`config.mk`:
```
export PLATFORM = sky130hd
export DESIGN_NAME = seed_key_generator_core
export DESIGN_NICKNAME = d
export VERILOG_FILES = /design/src/skg_pkg.sv /design/src/skg_seq.sv /design/src/skg_alu.sv /design/src/seed_key_generator_core.sv
export VERILOG_INCLUDE_DIRS = /design/src /design/src/src
export SDC_FILE = /design/constraint.sdc
export NUM_CORES = 1
export LEC_CHECK = 0
export BUFFER_PORTS_ARGS = -buffer_cell sky130_fd_sc_hd__buf_2
export CORE_ASPECT_RATIO = 1.5
export CORE_MARGIN = 2
export CORE_UTILIZATION = 35
export DETAILED_ROUTE_END_ITERATION = 16
export HOLD_SLACK_MARGIN = 0.12
export SLEW_MARGIN = 30
export SYNTH_ARGS = -nofsm -noshare
export SYNTH_HDL_FRONTEND = slang
export SYNTH_SLANG_ARGS = --single-unit
```
`constraint.sdc`:
```
create_clock -name clk -period 3.24 [get_ports clk]
set_input_delay 0.972 -clock clk [delete_from_list [all_inputs] [get_ports clk]]
set_output_delay 0.972 -clock clk [all_outputs]
set_load 0.02 [all_outputs]
```
`src/assert_macros.svh`:
```
// Assertion macros used by the top level of the seed-to-key generator.
`ifndef ASSERT_MACROS_SVH
`define ASSERT_MACROS_SVH

// Same-cycle implication, checked at every rising clock edge outside reset.
`define ASSERT_SAME(label, ante, cons) \
    label: assert property (@(posedge clk) disable iff (!rst_n) (ante) |-> (cons)) \
        else $error("assertion failed");

// Next-cycle implication, checked at every rising clock edge outside reset.
`define ASSERT_NEXT(label, ante, cons) \
    label: assert property (@(posedge clk) disable iff (!rst_n) (ante) |=> (cons)) \
        else $error("assertion failed");

`endif

```
`src/skg_pkg.sv`:
```
// Shared types, codes, constants and functions for the seed-to-key generator.
package skg_pkg;

    localparam int CountW = 7;
    localparam logic [CountW-1:0] COUNT_BIAS = 7'h1F;
    localparam logic [CountW-1:0] ARITH_LAST = 7'd6;

    typedef logic [3:0] skg_op_t;

    localparam skg_op_t OP_IDLE    = 4'd0;
    localparam skg_op_t OP_SHX     = 4'd1;
    localparam skg_op_t OP_ADD_CHI = 4'd2;
    localparam skg_op_t OP_AMIX    = 4'd3;
    localparam skg_op_t OP_XOR_SHI = 4'd4;
    localparam skg_op_t OP_ADD_CLO = 4'd5;
    localparam skg_op_t OP_BMIX    = 4'd6;
    localparam skg_op_t OP_CMIX    = 4'd7;
    localparam skg_op_t OP_KHI     = 4'd8;

    localparam logic REG_ALG  = 1'b0;
    localparam logic REG_CODE = 1'b1;

    typedef struct packed {
        logic    load;
        skg_op_t op;
        logic    finish;
    } skg_ctl_t;

    function automatic logic [CountW-1:0] skg_loop_count(input logic [31:0] seed);
        logic [CountW-1:0] raw;
        raw = {seed[0], 1'b0, seed[9], seed[1], seed[11], seed[2], seed[5]};
        return raw + COUNT_BIAS;
    endfunction

    function automatic logic [3:0] skg_table_index(input logic [31:0] seed);
        return {seed[0], seed[1], seed[2], seed[9]};
    endfunction

    function automatic logic [31:0] skg_xor_word(input logic [3:0] idx);
        logic [31:0] w;
        case (idx)
            4'h0: w = 32'h14FA3579;
            4'h1: w = 32'h27CD3964;
            4'h2: w = 32'h1777FE32;
            4'h3: w = 32'h9931AF12;
            4'h4: w = 32'h75DB3A49;
            4'h5: w = 32'h19294CAA;
            4'h6: w = 32'hFF18CD76;
            4'h7: w = 32'h0788236D;
            4'h8: w = 32'h5A6F7CBB;
            4'h9: w = 32'h7A992254;
            4'hA: w = 32'hADFD5414;
            4'hB: w = 32'h343CFBCB;
            4'hC: w = 32'hC2F51639;
            4'hD: w = 32'h6A6D5813;
            4'hE: w = 32'h3729FF68;
            default: w = 32'h22A2C751;
        endcase
        return w;
    endfunction

endpackage

```
`src/skg_seq.sv`:
```
// Sequencer that steps the shared unit through either key algorithm.
module skg_seq
    import skg_pkg::*;
(
    input  logic        clk,
    input  logic        rst_n,
    input  logic        start,
    input  logic [31:0] seed_word,
    input  logic        alg_sel,
    output logic        busy,
    output skg_ctl_t    ctl
);

    localparam logic [1:0] ST_IDLE  = 2'd0;
    localparam logic [1:0] ST_TABLE = 2'd1;
    localparam logic [1:0] ST_ARITH = 2'd2;

    logic [1:0]        state_reg, state_next;
    logic [CountW-1:0] count_reg, count_next;
    logic              accept;

    assign busy   = (state_reg != ST_IDLE);
    assign accept = start && !busy;

    always_comb
    begin
        state_next = state_reg;
        count_next = count_reg;
        ctl.load   = accept;
        ctl.op     = OP_IDLE;
        ctl.finish = 1'b0;
        case (state_reg)
            ST_IDLE:
            begin
                if (accept)
                begin
                    if (alg_sel)
                    begin
                        state_next = ST_ARITH;
                        count_next = '0;
                    end
                    else
                    begin
                        state_next = ST_TABLE;
                        count_next = skg_loop_count(seed_word);
                    end
                end
            end
            ST_TABLE:
            begin
                // Count holds the passes still to run, never zero here.
                ctl.op     = OP_SHX;
                count_next = count_reg - 1'b1;
                if (count_reg == 7'd1)
                begin
                    ctl.finish = 1'b1;
                    state_next = ST_IDLE;
                end
            end
            ST_ARITH:
            begin
                case (count_reg)
                    7'd0:    ctl.op = OP_ADD_CHI;
                    7'd1:    ctl.op = OP_AMIX;
                    7'd2:    ctl.op = OP_XOR_SHI;
                    7'd3:    ctl.op = OP_ADD_CLO;
                    7'd4:    ctl.op = OP_BMIX;
                    7'd5:    ctl.op = OP_CMIX;
                    7'd6:    ctl.op = OP_KHI;
                    default: ctl.op = OP_IDLE;
                endcase
                count_next = count_reg + 1'b1;
                if (count_reg == ARITH_LAST)
                begin
                    ctl.finish = 1'b1;
                    state_next = ST_IDLE;
                end
            end
            default:
            begin
                state_next = ST_IDLE;
            end
        endcase
    end

    always_ff @(posedge clk or negedge rst_n)
    begin
        if (!rst_n)
        begin
            state_reg <= ST_IDLE;
            count_reg <= '0;
        end
        else
        begin
            state_reg <= state_next;
            count_reg <= count_next;
        end
    end

endmodule

```
`src/skg_alu.sv`:
```
// Shared datapath: a 32-bit shift-xor step or one 16-bit mixing step per cycle.
module skg_alu
    import skg_pkg::*;
(
    input  logic        clk,
    input  logic        rst_n,
    input  skg_ctl_t    ctl,
    input  logic [31:0] seed_word,
    input  logic [31:0] code,
    output logic        done,
    output logic [31:0] key_word
);

    logic [31:0] w_reg, w_next;
    logic [31:0] seed_reg;
    logic [3:0]  idx_reg;
    logic [15:0] klo_reg;
    logic [15:0] bm_reg;
    logic [31:0] key_reg;
    logic        done_reg;
    logic [15:0] t;
    logic [15:0] res16;

    assign t = w_reg[15:0];

    always_comb
    begin
        res16  = t;
        w_next = w_reg;
        case (ctl.op)
            OP_SHX:
            begin
                w_next = {w_reg[30:0], 1'b0} ^ (w_reg[31] ? skg_xor_word(idx_reg) : 32'h0);
            end
            OP_ADD_CHI: res16 = code[31:16] + seed_reg[15:0];
            OP_AMIX:    res16 = {14'h0, t[15:14]} + t + {t[13:0], 2'b00} - 16'd1;
            OP_XOR_SHI: res16 = t ^ seed_reg[31:16];
            OP_ADD_CLO: res16 = code[15:0] + t;
            OP_BMIX:    res16 = {15'h0, t[15]} + t + {t[14:0], 1'b0} - 16'd1;
            OP_CMIX:    res16 = {t[11:0], 4'h0} + {12'h0, t[15:12]};
            OP_KHI:     res16 = seed_reg[15:0] ^ t ^ bm_reg;
            default:    res16 = t;
        endcase
        if (ctl.op == OP_KHI)
        begin
            w_next = {res16, klo_reg};
        end
        else if (ctl.op != OP_SHX && ctl.op != OP_IDLE)
        begin
            w_next = {w_reg[31:16], res16};
        end
    end

    always_ff @(posedge clk)
    begin
        if (ctl.load)
        begin
            w_reg    <= seed_word;
            seed_reg <= seed_word;
            idx_reg  <= skg_table_index(seed_word);
        end
        else
        begin
            w_reg <= w_next;
        end
        if (ctl.op == OP_XOR_SHI)
        begin
            klo_reg <= res16;
        end
        if (ctl.op == OP_BMIX)
        begin
            bm_reg <= res16;
        end
        if (ctl.finish)
        begin
            key_reg <= w_next;
        end
    end

    always_ff @(posedge clk or negedge rst_n)
    begin
        if (!rst_n)
        begin
            done_reg <= 1'b0;
        end
        else
        begin
            done_reg <= ctl.finish;
        end
    end

    assign done     = done_reg;
    assign key_word = key_reg;

endmodule

```
`src/seed_key_generator_core.sv`:
```
// Top level of the seed-to-key generator: configuration registers and units.
//
// Usage: drive seed_word and raise start while busy is low; the request is
// taken at that clock edge and busy rises for the duration of the work.
// The key appears on key_word with done high for exactly one cycle.
// The table algorithm (algorithm_select = 0) runs one shift-xor pass per
// cycle; the pass count taken from the seed is 31 to 126, and done is
// registered (done_reg) from the finish flag of the last pass.
// The arithmetic algorithm (algorithm_select = 1) runs seven 16-bit steps in
// the shared unit, and done is registered in the same way from the last step.
// busy falls in the same cycle that done is shown, so a new request may be
// taken while the previous key is on the outputs.
// Configuration: cfg_index 0 writes algorithm_select (bit 0 of cfg_data),
// index 1 writes scramble_code; cfg_ready is always high. Write only while
// idle. Reset clears both registers and returns the block to idle.
// The receiver cannot stall: done is high for one cycle only, and key_word holds the key until the next one.
module seed_key_generator_core
    import skg_pkg::*;
(
    input  logic        clk,
    input  logic        rst_n,
    input  logic        start,
    output logic        busy,
    input  logic [31:0] seed_word,
    output logic        done,
    output logic [31:0] key_word,
    input  logic        cfg_valid,
    output logic        cfg_ready,
    input  logic        cfg_index,
    input  logic [31:0] cfg_data
);

`include "assert_macros.svh"

    logic        alg_reg, alg_next;
    logic [31:0] code_reg, code_next;
    skg_ctl_t    ctl;

    assign cfg_ready = 1'b1;

    always_comb
    begin
        alg_next  = alg_reg;
        code_next = code_reg;
        if (cfg_valid)
        begin
            case (cfg_index)
                REG_ALG:  alg_next  = cfg_data[0];
                REG_CODE: code_next = cfg_data;
                default:  alg_next  = alg_reg;
            endcase
        end
    end

    always_ff @(posedge clk or negedge rst_n)
    begin
        if (!rst_n)
        begin
            alg_reg  <= 1'b0;
            code_reg <= 32'h0;
        end
        else
        begin
            alg_reg  <= alg_next;
            code_reg <= code_next;
        end
    end

    skg_seq u_seq (
        .clk       (clk),
        .rst_n     (rst_n),
        .start     (start),
        .seed_word (seed_word),
        .alg_sel   (alg_reg),
        .busy      (busy),
        .ctl       (ctl)
    );

    skg_alu u_alu (
        .clk       (clk),
        .rst_n     (rst_n),
        .ctl       (ctl),
        .seed_word (seed_word),
        .code      (code_reg),
        .done      (done),
        .key_word  (key_word)
    );

    // A taken request always starts work, and a key only ends work.
    `ASSERT_NEXT(a_accept_busy, start && !busy, busy)
    `ASSERT_SAME(a_done_after_busy, done, $past(busy))
    `ASSERT_SAME(a_done_idle, done, !busy)
    `ASSERT_SAME(a_finish_no_load, ctl.finish, !ctl.load)

endmodule

```
[Yosys cells after proc, flatten, opt, wreduce, memory -nomap -nowiden]
Memories as Yosys holds them, arrays and structs flattened. A register that Yosys moved wholly into a read port is not among the register bits.
Cells that the tools add are included.
Word-level totals
  register bits: 175
  output and inout bits: 35
  word-level logic and storage cells: 81
  memories kept: 1
  input port bits: 69
  memory bits (read-only): 512
Memory list
  (name not given): words 16, bits a word 32, rd ports 1, clocked after memory_dff 1, wr ports 0, line skg_pkg.sv:41  | case (idx)
Operators by class
  eq/ne operators: 20
  reduce and logical (&&, ||, !) cells: 12
  bitwise gates (word level): 5
  $add $sub $neg: 12
  multiplexer cells: 20
Operators with widths (number)
  $mux W32: 6
  $pmux W16 S7: 1
  $add A16 B16 Y16: 4
  $xor A16 B16 Y16: 3
  $sub A16 B1 Y16 const B: 2
  $xor A32 B32 Y32: 1
  $pmux W4 S7: 1
  $eq A7 B3 Y1 const B: 3
  $pmux W7 S3: 1
  $add A1 B16 Y16: 1
  $add A16 B4 Y16: 1
  $add A2 B16 Y16: 1
  $eq A4 B3 Y1 const B: 4
  $eq A7 B2 Y1 const B: 2
  $mux W7: 2
  $pmux W5 S2: 1
  $eq A4 B2 Y1 const B: 2
  $mux W2: 4
  $add A7 B1 Y7 const B: 1
  $add A7 B5 Y7 const B: 1
  $eq A7 B1 Y1 const B: 1
  $logic_not A7 Y1: 1
  $sub A7 B1 Y7 const B: 1
  $ne A2 B1 Y1 const B: 3
  17 further kinds: 21

[Depth between registers and ports, before layout]
  depth after elaboration: 11
  depth in mapped cells: 15
  depth with buffers taken out: 14

[Modules after synthesis]
From an unflattened synthesis, not the netlist that was laid out.
Unflattened totals
  cells, all modules: 1453
  area total of the unflattened synthesis: 13804.5 um^2
By module, submodules not included
  skg_alu: cells an instance 1259, area an instance 11447.2 um^2, sequential area each 4189.0 um^2, times used 1
  seed_key_generator_core: cells an instance 73, area an instance 1398.8 um^2, sequential area each 825.8 um^2, times used 1
  skg_seq: cells an instance 121, area an instance 958.4 um^2, sequential area each 225.2 um^2, times used 1

[Least setup slack after synthesis]
Ideal clock, no wire load.
  kind: reg2reg
  start point: reg u_alu.w_reg[0]
  end point: reg u_alu.w_reg[11]
  data required time: 3119 ps
  path slack: -247 ps
  path buffers: 1
  stages on the path, launching flop included: 16
  period minus slack after synthesis: 3487 ps
  library setup time: 121 ps
  arrival: 3366 ps
  path through: dfxtp_1 -> clkbuf_1 -> inv_1 -> ha_1 -> inv_1 -> ha_1 -> fa_1 -> a211oi_1 -> o21bai_1 -> o31ai_1 -> nor2_1 -> mux2i_1 -> o211ai_1 -> a2111oi_1 -> a31oi_1 -> mux2_2
Between the ends
  word-level cells in the longest chain between the ends: 7
  elaborated cells on any way between the ends: 12
  those cells by class: add/sub: 8; mux: 4
RTL lines
  from (decl): line skg_alu.sv:14  | logic [31:0] w_reg, w_next;
  from (signal assigned): line skg_alu.sv:58  | w_reg <= seed_word;
  from (signal assigned): line skg_alu.sv:64  | w_reg <= w_next;
  $add A1 B16 Y16 / $add A2 B16 Y16 (equally long branches): line skg_alu.sv:39, skg_alu.sv:36
  $add A16 B16 Y16, on equally long branches: line skg_alu.sv:39, skg_alu.sv:36
  $sub A16 B1 Y16, on equally long branches: line skg_alu.sv:39, skg_alu.sv:36
  $pmux W16 S7 (*): line skg_alu.sv:30  | case (ctl.op)
  $mux W32 (*): line skg_alu.sv:48  | else if (ctl.op != OP_SHX && ctl.op != OP_IDLE)
  $mux W32 (*): line skg_alu.sv:44  | if (ctl.op == OP_KHI)
  named net u_alu.w_next[11]: line skg_alu.sv:14
  $mux W32 (*): line skg_alu.sv:56  | if (ctl.load)
The timed path passes the listed nets; every way through them passes the cells marked *.
A chain may end at the register's enable or synchronous reset.

[Worst setup path after layout]
  start point: reg u_alu.seed_reg[5]
  end point: reg u_alu.w_reg[11]
Between the ends
  word-level cells in the longest chain between the ends: 5
RTL lines
  from (decl): line skg_alu.sv:15  | logic [31:0] seed_reg;
  from (signal assigned): line skg_alu.sv:59  | seed_reg <= seed_word;
  $add A16 B16 Y16: line skg_alu.sv:35  | OP_ADD_CHI: res16 = code[31:16] + seed_reg[15:0];
  $pmux W16 S7: line skg_alu.sv:30
  $mux W32: line skg_alu.sv:48
  $mux W32: line skg_alu.sv:44
  named net u_alu.w_next[11]: line skg_alu.sv:14
  $mux W32: line skg_alu.sv:56
The timed path passes the listed nets, and every way through them passes these cells.

==> impl_table.tex <==
\begin{tabular}{lr}
\hline
Metric & Value \\
\hline
\multicolumn{2}{l}{\textbf{Synth}} \\
Number of distinct library cell variants in the gate-level netlist after synthesis & 86 \\
Top-area cell type share of the netlist area & 0.2127 \\
Share of synthesized area occupied by flip-flops and latches & 0.3866 \\
Area share of and/or/nand/nor cells after synthesis & 0.1344 \\
Async SR Flop Fraction & 0.2118 \\
Post-synth design cell area & approximately 14000 um\^{}2 \\
Post-synthesis adder-cell area fraction & 0.1028 \\
Top flip-flop cell by instance count after synthesis & edfxtp\_1 \\
Synth Net Count & roughly 1700 \\
Mapped Cells & 1477 \\
Largest area contributor in the synthesized netlist & edfxtp\_1 \\
Post-synth EDFFs & 96 \\
Xor/xnor share of the synthesized area & 0.08013 \\
Count of state elements after synthesis & 203 \\
Post-synthesis compound-gate area fraction & 0.2084 \\
Synthesis warning total & 0 \\
Average size of a mapped cell & roughly 9 um\^{}2 \\
Combinational family with the most area after synthesis & compound AO/OA/AOI/OAI gates \\
Largest cells by area after synthesis & edfxtp\_1, ha\_1, dfxtp\_1 \\
Multiplexer area fraction after synthesis & 0.03785 \\
\multicolumn{2}{l}{\textbf{Die}} \\
Count of pins on the block boundary & between 100 and 150 \\
Total die area & $\sim$40000 um\^{}2 \\
Placeable core region & approximately 38000 um\^{}2 \\
Die Wd & 164.7 um \\
Initial core utilization & 0.3537 \\
Site row count & 88 \\
Chip Height & roughly 250 um \\
\multicolumn{2}{l}{\textbf{Routing}} \\
DRT Pass-1 Iters & 6 \\
Vias per cell & between 5 and 6 \\
Via count of the routed design & 12507 \\
Total wirelength of the detailed-routed design & 51040 um \\
Number of antenna-violating nets in the routed design & 0 \\
WL/cell & approximately 23 um \\
Initial drt markers & about 800 \\
Residual DRC & 0 \\
\multicolumn{2}{l}{\textbf{STA}} \\
Worst-case clock skew & 23.61 ps \\
Unrepaired setup endpoints after global routing & yes \\
Count of final hold-check violations & 0 \\
Share of the clock period used by the worst path after layout & 1.002 \\
Max frequency & roughly 0.31 GHz \\
Final worst hold slack & $\sim$430 ps \\
Post-layout minimum cycle time & between 3000 and 4000 ps \\
Final setup TNS & -6.547 ps \\
Final setup margin & -6.547 ps \\
Worst Tran Pin Value & 643.8 ps \\
Fin. max-slew vios & 0 \\
Relative slew slack & 0.5671 \\
Setup violators final & 1 \\
\multicolumn{2}{l}{\textbf{Pwr}} \\
Total chip power & 22.02 mW \\
Static Leakage & 7.318 nW \\
Power per Cell Area & roughly 1300 nW/um\^{}2 \\
Worst supply voltage drop on vdd & a little over 0.5 mV \\
\multicolumn{2}{l}{\textbf{Global routing}} \\
Via count of the first global-routing pass & between 10000 and 15000 \\
First-pass GRT wire length & between 70000 and 80000 um \\
Overall overflow remaining after global route & 0 \\
Pin count of the biggest net entering global routing & 37 \\
Global-route usage over all layers & 0.2513 \\
Initial antenna violation count & 0 \\
\multicolumn{2}{l}{\textbf{Final layout}} \\
Post-route standard cell area excluding fillers & 17390 um\^{}2 \\
Filler-free cell count of the finished design & 2259 \\
Share of cells above drive strength 1 & 0.2971 \\
Syn-to-layout area delta & 28.27\% \\
Count of filler cells inserted in the layout & between 3000 and 4000 \\
Share of the core filled with cells in the final layout & 0.4537 \\
\# diodes & 0 \\
Final net count & 1925 \\
\multicolumn{2}{l}{\textbf{Min path}} \\
Hold/Removal Path Class & in2async \\
\multicolumn{2}{l}{\textbf{Critical path}} \\
Standard cell with the maximum stage delay on the critical path & edfxtp\_1 \\
Crit end category & flip-flop \\
Worst setup path start & u\_alu.seed\_reg[5] \\
Startpoint Class & flip-flop \\
Max Fanout on Critical Path & 3 \\
Cells traversed along the worst timing path & ha\_1, and4\_1, nand4\_1, nand3\_1, a21o\_1, a21oi\_1, xnor2\_1, a2111oi\_2, buf\_4, a31oi\_4, mux2\_4 \\
Critical Path Max Stage Delay & roughly 510 ps \\
Origin of the critical flop-to-flop path & u\_alu.seed\_reg[5] \\
Worst setup path category & reg2reg \\
Crit path required time & 3660 ps \\
Arrival time of the worst setup path & between 3000 and 4000 ps \\
\multicolumn{2}{l}{\textbf{Place}} \\
Standard cell area after detailed placement & approximately 16000 um\^{}2 \\
Number of I/O port buffers & 102 \\
Placement-stage worst setup slack & -268.7 ps \\
DPL Wire Length & just over 40000 um \\
Global placement routability congestion & between 0.9 and 1 \\
Total placed cells including tap cells & roughly 2200 \\
\multicolumn{2}{l}{\textbf{CTS}} \\
Number of buffers inserted by hold repair at cts & 0 \\
Total clock sinks & slightly above 200 \\
Clock transition at the registers of the reported paths & about 70 ps \\
Max Buffers Root-to-Sink & 3 \\
Root buffer cell & clkbuf\_16 \\
Number of H-tree levels & 1 \\
Number of buffers created by CTS & 23 \\
CTS tree & yes \\
Clock insertion delay at the later pin of the skew report & around 540 ps \\
\multicolumn{2}{l}{\textbf{Outcome}} \\
Failing checks & negative setup slack \\
Run status & finished with violations \\
\multicolumn{2}{l}{\textbf{Run}} \\
Max capacitance violation total & 0 \\
\hline
\end{tabular}
[cell usage after synthesis (7+ instances only)]
cell type and count:
nand2_1 165, nor2_1 135, ha_1 105, edfxtp_1 96
inv_1 95, a21oi_1 93, o21ai_0 85, xnor2_1 72
dfxtp_1 64, xor2_1 52, clkbuf_1 48, dfrtp_1 43
mux2_2 42, o211ai_1 29, a21o_1 27, nand3_1 24
a211oi_1 20, a31oi_1 17, nor3_1 16, buf_2 14
o221ai_1 13, a221o_1 12, o31ai_1 12, a22oi_1 11
a221oi_1 10, nor2b_1 9, buf_1 8, o21bai_1 8
and2_1 7, nand4_1 7, o22ai_1 7
[power breakdown]
part           switching (mW)  internal (mW)
logic                    8.63           6.69
registers               0.459           3.54
clock network            1.19           1.51
[critical path: cells and delay by family, from the launching register on]
| kind | cells | cell delay (ps) |
|---|---|---|
| and+or+nand+nor | 3 | 820 |
| AOI/OAI and AO/OA | 4 | 820 |
| DFF | 1 | 510 |
| adders and majority gates | 1 | 340 |
| muxes | 1 | 260 |
| buffers and inverters | 1 | 210 |
| xor gates and xnor gates | 1 | 180 |
[worst paths after layout]
path | to | cells after the start | slack [ps]
max reg2reg | u_alu.w_reg[11] | 11 | -7
min reg2reg | code_reg[28] | 1 | 520
min | u_seq.state_reg[0] | 1 | 430
max in group asynchronous | code_reg[12] | 2 | 2030
max | u_alu.w_reg[11] | 11 | -7
min in group clk | code_reg[28] | 1 | 520
[per-layer routing]
metal  vias to the layer above  wire length, um  global-route usage
met5                         -                0                   0
li1                       5882                -                   -
met3                       132             2178             0.02366
met4                         0             3165              0.1389
met2                       396            26890              0.4667
met1                      6097            18810              0.2763
[placed cells by master (no fill, tap or decap), types with 13 or more instances in the layout]
master,count
o211ai_1,29
a21oi_1,82
inv_1,81
buf_2,102
buf_4,208
dfrtp_1,43
nand2_1,162
mux2_2,40
edfxtp_1,96
xnor2_1,71
clkbuf_16,25
o21ai_0,80
a31oi_1,13
dfxtp_1,60
nand3_1,23
xor2_1,51
nor3_1,15
ha_1,86
inv_2,13
nor2_1,133
a21o_1,27
[repair_timing]
action,CTS,global route
buffers inserted,13,7
gates cloned,0,0
pin swaps,31,37
resized for setup,58,59
setup endpoints to repair,32,38
[layout make-up]
cell class              instances  area, um^2  share of cell area
clock buffers                  26       629.4             0.03620
clock inverters                16       140.1            0.008060
inverters                      96       366.6             0.02109
multi-input cells            1105        8170              0.4700
flip-flops and latches        203        5245              0.3017
well taps                     495       619.3             0.03562
repair buffers                318        2215              0.1274
[kinds of logic after synthesis]
logic type / after synthesis
other: 1
xor gates and xnor gates: 124
AOI/OAI and AO/OA: 417
muxes: 46
and+or+nand+nor: 408
adders and majority gates: 109
DFF: 203
buffers and inverters: 169
Note: power is estimated with default switching activity, not from simulation.
